[config.mk]
export PLATFORM = sky130hd
export DESIGN_NAME = bpp_face_sel
export DESIGN_NICKNAME = d
export VERILOG_FILES = /design/src/design/bpp_pkg.sv /design/src/design/bpp_face_sel.sv
export SDC_FILE = /design/constraint.sdc
export NUM_CORES = 1
export LEC_CHECK = 0
export BUFFER_PORTS_ARGS = -buffer_cell sky130_fd_sc_hd__buf_2
export CAP_MARGIN = 25
export CORE_ASPECT_RATIO = 1.4
export CORE_MARGIN = 10
export CORE_UTILIZATION = 55
export CTS_BUF_LIST = sky130_fd_sc_hd__clkbuf_4
export DETAILED_ROUTE_END_ITERATION = 8
export MAX_ROUTING_LAYER = met4
export PLACE_DENSITY = 0.84
export SYNTH_ARGS = -nofsm -noshare
export SYNTH_HDL_FRONTEND = slang
export SYNTH_SLANG_ARGS = --single-unit
[constraint.sdc]
create_clock -name clock -period 24.7 [get_ports clock]
set_input_delay 4.94 -clock clock [delete_from_list [all_inputs] [get_ports clock]]
set_output_delay 4.94 -clock clock [all_outputs]
set_load 0.01 [all_outputs]
[src/design/bpp_pkg.sv]
// ----------------------------------------------------------------------------
// bpp_pkg: shared types and constants for the box particle pushout unit
// Fixed-point widths, transform row unpacking, saturation and code values.
// ----------------------------------------------------------------------------
package bpp_pkg;

   // Q8.8 position, Q4.12 coefficient, Q4.12 normal
   typedef logic signed [15:0] coord_type;
   // One packed transform row: three Q4.12 coefficients, Q8.8 translation
   typedef logic [63:0]        row_type;
   // Local coordinate with 20 fraction bits, full range
   typedef logic signed [32:0] loc_type;
   // Local coordinate once the point is known to be inside the box
   typedef logic signed [20:0] ploc_type;
   // Distance from a local coordinate to a face
   typedef logic signed [21:0] dist_type;
   // Forward accumulator with 32 fraction bits
   typedef logic signed [40:0] acc_type;

   // Configuration register indexes
   localparam logic [2:0] REG_FWD_X = 3'd0;
   localparam logic [2:0] REG_FWD_Y = 3'd1;
   localparam logic [2:0] REG_FWD_Z = 3'd2;
   localparam logic [2:0] REG_INV_X = 3'd3;
   localparam logic [2:0] REG_INV_Y = 3'd4;
   localparam logic [2:0] REG_INV_Z = 3'd5;

   // Identity rows after reset
   localparam row_type ROW_X_RESET = 64'h0000_0000_0000_1000;
   localparam row_type ROW_Y_RESET = 64'h0000_0000_1000_0000;
   localparam row_type ROW_Z_RESET = 64'h0000_1000_0000_0000;

   // Face codes in priority order; bits [2:1] give the axis, bit 0 the sign
   localparam logic [2:0] FACE_PX = 3'd0;
   localparam logic [2:0] FACE_NX = 3'd1;
   localparam logic [2:0] FACE_PY = 3'd2;
   localparam logic [2:0] FACE_NY = 3'd3;
   localparam logic [2:0] FACE_PZ = 3'd4;
   localparam logic [2:0] FACE_NZ = 3'd5;

   localparam logic [1:0] AXIS_Z = 2'd2;

   // Box half extent 0.5 and pushout distance 0.6, both with 20 fraction bits
   localparam loc_type  LOC_HALF   = 33'sd524288;
   localparam dist_type DIST_HALF  = 22'sd524288;
   localparam ploc_type PUSH_POS   = 21'sd629146;
   localparam ploc_type PUSH_NEG   = -21'sd629146;
   // Half an output LSB at 32 fraction bits
   localparam acc_type  ACC_ROUND  = 41'sd8388608;

   // Pick field k of a packed row (0..2 coefficients, 3 translation)
   function automatic coord_type row_field(row_type row, logic [1:0] k);
      return coord_type'(row[{k, 4'b0000} +: 16]);
   endfunction

   // Clamp a 17-bit signed value into 16 bits
   function automatic coord_type sat17(logic signed [16:0] v);
      coord_type r;
      if (v > 17'sd32767) begin
         r = 16'sh7FFF;
      end else if (v < -17'sd32768) begin
         r = 16'sh8000;
      end else begin
         r = coord_type'(v[15:0]);
      end
      return r;
   endfunction

   // Local point after the inverse transform
   typedef struct packed {
      coord_type [2:0] pos;
      loc_type   [2:0] loc;
   } loc_stage_type;

   // Pushed local point and face decision
   typedef struct packed {
      coord_type [2:0] pos;
      ploc_type  [2:0] ploc;
      logic      [1:0] axis;
      logic            neg;
      logic            hit;
   } face_stage_type;

   // Final result item
   typedef struct packed {
      coord_type [2:0] out;
      coord_type [2:0] vel;
      logic            hit;
   } rsp_data_type;

endpackage

[src/design/bpp_face_sel.sv]
// ----------------------------------------------------------------------------
// bpp_face_sel: inside test and nearest face choice
// One stage: box test, six face distances, pushout of the chosen axis.
// ----------------------------------------------------------------------------
module bpp_face_sel import bpp_pkg::*; (
   input  logic           clock,
   input  logic           reset,
   input  logic           in_valid,
   output logic           in_ready,
   input  loc_stage_type  in_data,
   output logic           out_valid,
   input  logic           out_ready,
   output face_stage_type out_data
);

   logic           in_box;
   ploc_type [2:0] short_loc;
   dist_type       face_gap [6];
   dist_type       best;
   logic [2:0]     face;
   face_stage_type s3_in;
   face_stage_type s3_ff;
   logic           v3_ff;

   assign in_ready = !v3_ff || out_ready;

   // Box test on the full-width local coordinates
   always_comb begin
      in_box = 1'b1;
      for (int i = 0; i < 3; i++) begin
         if (!($signed(in_data.loc[i]) < LOC_HALF && $signed(in_data.loc[i]) > -LOC_HALF)) begin
            in_box = 1'b0;
         end
         short_loc[i] = ploc_type'(in_data.loc[i][20:0]);
      end
   end

   // Face distances; only meaningful once the point is inside
   always_comb begin
      for (int f = 0; f < 6; f++) begin
         if (f % 2 == 1) begin
            face_gap[f] = 22'($signed(short_loc[f / 2])) + DIST_HALF;
         end else begin
            face_gap[f] = DIST_HALF - 22'($signed(short_loc[f / 2]));
         end
      end
   end

   // Nearest face; strict compare keeps the earlier face on a tie
   always_comb begin
      best = face_gap[0];
      face = FACE_PX;
      for (int f = 1; f < 6; f++) begin
         if (face_gap[f] < best) begin
            best = face_gap[f];
            face = 3'(f);
         end
      end
   end

   // Replace the chosen coordinate with the pushout distance
   always_comb begin
      s3_in.pos  = in_data.pos;
      s3_in.axis = face[2:1];
      s3_in.neg  = face[0];
      s3_in.hit  = in_box;
      for (int i = 0; i < 3; i++) begin
         if (face[2:1] == 2'(i)) begin
            s3_in.ploc[i] = face[0] ? PUSH_NEG : PUSH_POS;
         end else begin
            s3_in.ploc[i] = short_loc[i];
         end
      end
   end

   always_ff @(posedge clock) begin
      if (reset) begin
         v3_ff <= 1'b0;
      end else if (in_ready) begin
         v3_ff <= in_valid;
      end
   end

   always_ff @(posedge clock) begin
      if (in_ready) begin
         s3_ff <= s3_in;
      end
   end

   assign out_valid = v3_ff;
   assign out_data  = s3_ff;

   // A hit always names a real axis
   a_hit_axis: assert property (@(posedge clock) disable iff (reset)
      out_valid && out_data.hit |-> out_data.axis <= AXIS_Z)
      else $error("pushout axis out of range");

endmodule

[Yosys cells after proc, flatten, opt, wreduce, memory -nomap -nowiden]
Index checks and enable logic that the tools add are counted.
W data, S select, Z words.
Word-level totals
  register bits after elaboration: 116
  latch bits: 0
  RAM bits: 0
  bits in read-only memories: 0
  bits of input ports: 151
  output and inout port bits: 117
  logic and storage cells: 50
  memories kept: 0
Cells by class
  $add $sub $neg: 6
  $mul: 0
  divide/modulo/power cells: 0
  $lt $le $gt $ge: 11
  eq/ne operators: 2
  shifts and indexed selects: 0
  mux-type cells: 14
  bitwise logic cells: 0
  reduce and logical (&&, ||, !) cells: 7
Operators with widths (count)
  $lt A22 B22 Y1: 5
  $gt A33 B20 Y1 const B: 3
  $lt A33 B21 Y1 const B: 3
  $mux W22: 4
  $mux W21: 4
  $add A21 B21 Y22 const B: 3
  $sub A21 B21 Y22 const A: 3
  $mux W3: 4
  $logic_and A1 B1 Y1: 3
  $eq A2 B1 Y1 const B: 1
  $eq A2 B2 Y1 const B: 1
  $logic_not A2 Y1: 1
  $mux W1: 2
  $reduce_and A2 Y1: 1
  $logic_not A1 Y1: 1
  $logic_or A1 B1 Y1: 1

[Logic depth before layout (Yosys ltp)]
  word-level depth: 13
  mapped depth: 63
  mapped depth without buffers: 56

[Least setup slack after synthesis]
No wires, ideal clock.
  kind: input to register
  start point: input port in_data[3] (netlist name)
  end point: register s3_ff (netlist bit out_data[44]) (data pin)
  setup time: 0.275 ns
  arrival time: 18.172 ns
  required time: 24.425 ns
  slack: 6.253 ns
  cell stages on the path: 58
  path buffers: 11
  cell sequence: clkbuf_1 or3_1 nor4_2 nand2_1 or3_1 or3_1 ha_1 a41o_1 a32o_2 a21o_4 maj3_2 a2111o_1 and2_1 ha_1 nand4_1 nor4_1 a21oi_1 and3_1 [... 22 more ...] and2_1 a21oi_1 buf_2 buf_2 nand2_1 o21a_1 ha_1 a21o_1 a221o_1 a21o_1 a21oi_1 o31ai_1 or2_2 and3_1 clkbuf_1 nor3_1 clkbuf_1 o21ai_0
RTL lines
  start: declaration: line bpp_face_sel.sv:10  | input loc_stage_type in_data,
  end signal: assignment: line bpp_face_sel.sv:86  | s3_ff <= s3_in;
  end: declaration: line bpp_face_sel.sv:22  | face_stage_type s3_ff;

==> flow_metrics.tcl <==
set metrics [dict create \
    drive_gt1_share_pct 27.7 \
    syn_nets 1242 \
    ys_async_sr_fraction_pct 0 \
    row_count 56 \
    synth_seq_area_share_pct 37.0 \
    synthCells 978 \
    clock-sinks 116 \
    multiInputGateArea_um2 5630 \
    skew_ps 28.0 \
    grt_usage_pct 26.8 \
    dr.pass1.iters 5 \
    grt_setup_unrepaired "no" \
    die_w_um 130 \
    ir_worst_vdd_mv 0.109 \
    m1WireLength_um 11000 \
    regArea_um2 3470 \
    hold_viol_final 0 \
    area_delta_synth_final_pct 19.7 \
    dp_slack_ps 4210 \
    fmax_mhz 49.7 \
    worstSetupEndpointType "flop" \
    antenna_found_initial 1 \
    path_common_cell "ha_1" \
    cap_violations 0 \
    yosysWarnings 0 \
    drt_iter0_markers 671 \
    cp.arrival_ps 20420 \
    cts_setup_buffers 0 \
    slowest_stage "nor2_1" \
    wl_met2_um 15900 \
    final_common_cell "buf_2" \
    die_y_um 175 \
    setup_viol 0 \
    powerDensity_nw_per_um2 116 \
    clk_pin_slew_ps 130 \
    final_cell_mix "buf_2 (267), edfxtp_1 (115), ha_1 (113), nand2_1 (95), nor2_1 (68)" \
    p_leak_nw 5.01 \
    clk_latency_ps 600 \
    synth_edf_count 115 \
    dpl.hpwl_um 24800 \
    period_needed_ps 20140 \
    cts_buffers 17 \
    vias 8828 \
    clk_path_buf_depth 2 \
    via_per_inst 6.08 \
    grt_overflow 0 \
    cts_resized 0 \
    synth_area_per_cell_um2 9.61 \
    nets 1498 \
    coreArea_um2 16700 \
    highest_layer "met4" \
    hold_path_class "reg -> reg" \
    routed_wl_um 30500 \
    drc 0 \
    dieArea_um2 22800 \
    first_global_vias 8956 \
    ys_ff_latch 116 \
    postCtsHoldBufs 0 \
    status "finished, final reports clean" \
    finalPower_mw 1.31 \
    tns_ps 0 \
    ant_nets 0 \
    cp_max_fo 30 \
    maxSlewViolCount 0 \
    num_io_pins 268 \
    io_buffers 267 \
    worstPathRequired_ps 24980 \
    grt_max_degree 84 \
    synth_area_um2 9400 \
    fin_cells 1451 \
    avgRoutedWirePerCell_um 21.1 \
    ys.flop_type "edfxtp_1" \
    place.gp.congestion 1.03 \
    critPathLaunchType "input port" \
    synth_cell_types 84 \
    htree_levels 4 \
    wl_met3_um 2220 \
    nFillCells 1363 \
    initial_utilization_pct 56.1 \
    root_buffer "clkbuf_4" \
    grt_pass1_wl_um 46500 \
    period_share_pct 81.5 \
    slowest_delay_ps 920 \
    tightest_slew_ps 1060 \
    relSlewSlack_pct 29.1 \
    setup_ws_ps 4560 \
    cts_tree "built" \
    dp_cells 1416 \
    worst-setup-path-type "in -> reg" \
]
[metal layers]
metal / up-vias / track usage, %
li1: 4226 / -
met1: 4134 / 27.1
met2: 382 / 47.7
met3: 86 / 5.12
met4: 0 / 13.1
met5: - / -
[Yosys cell counts (all sizes together), types with 16 or more instances]
cell	count	area (um2)
a21o	33	255
a21oi	61	317
clkbuf	29	109
edfxtp	115	3450
ha	113	1410
inv	45	169
nand2	96	363
nand3	23	115
nand4	25	156
nor2	69	259
nor3	39	200
nor4	17	128
o21a	27	203
o21ai	36	191
or3	16	100
xnor2	34	313
[sequential cells by signal (all words and copies together), names as in the netlist]
| register | flops |
|---|---|
| out_data | 115 |
| out_valid | 1 |
[cells by family after synthesis]
kind of cell / after synthesis / synth area share [%]
buffers and inverters: 85 / 3.49
AO/OA/AOI/OAI: 252 / 19.1
multiplexers: 14 / 1.50
adder cells (fa/ha/maj): 115 / 15.3
flip-flops: 116 / 37.0
AND/OR/NAND/NOR: 347 / 18.9
XOR/XNOR: 49 / 4.73
[final timing paths]
kind	startpoint	depth (start not counted)	end	slack, ps
worst max-delay path	in_data[6]	50	out_data[36]	4560
worst max register to register	out_valid	3	out_data[45]	22980
worst min register to register	out_valid	2	out_valid	900
worst min-delay path	out_valid	2	out_valid	900
[through the flow]
step,hold WS (ps),area (um2),utilization (%)
2_1_floorplan,3010,9400,-
3_3_place_gp,853,10900,65.2
3_5_place_dp,895,10900,65.2
4_1_cts,910,11200,66.9
5_1_grt,956,11200,67.2
6_report,897,11200,67.2
[critical path: cells and delay by family]
family / cells / cell delay (ps)
AND/OR/NAND/NOR: 24 / 8560
AO/OA/AOI/OAI: 18 / 4200
adder cells (fa/ha/maj): 6 / 2110
buffers and inverters: 2 / 550
[report_power, final]
part | internal, mW | switching, mW | total, mW
Sequential | 0.321 | 0.0141 | 0.335
Clock | 0.0546 | 0.0944 | 0.149
Combinational | 0.310 | 0.512 | 0.822
[final cells by class]
cell class / count / area share (%)
multi-input cells: 777 / 50.0
diodes: 1 / 0.0222
repair buffers: 277 / 12.8
clock buffers: 17 / 1.13
inverters: 45 / 1.50
clock inverters: 15 / 1.41
flip-flops and latches: 116 / 30.9
well taps: 203 / 2.26
No activity file was read; power rests on OpenSTA's default activity.
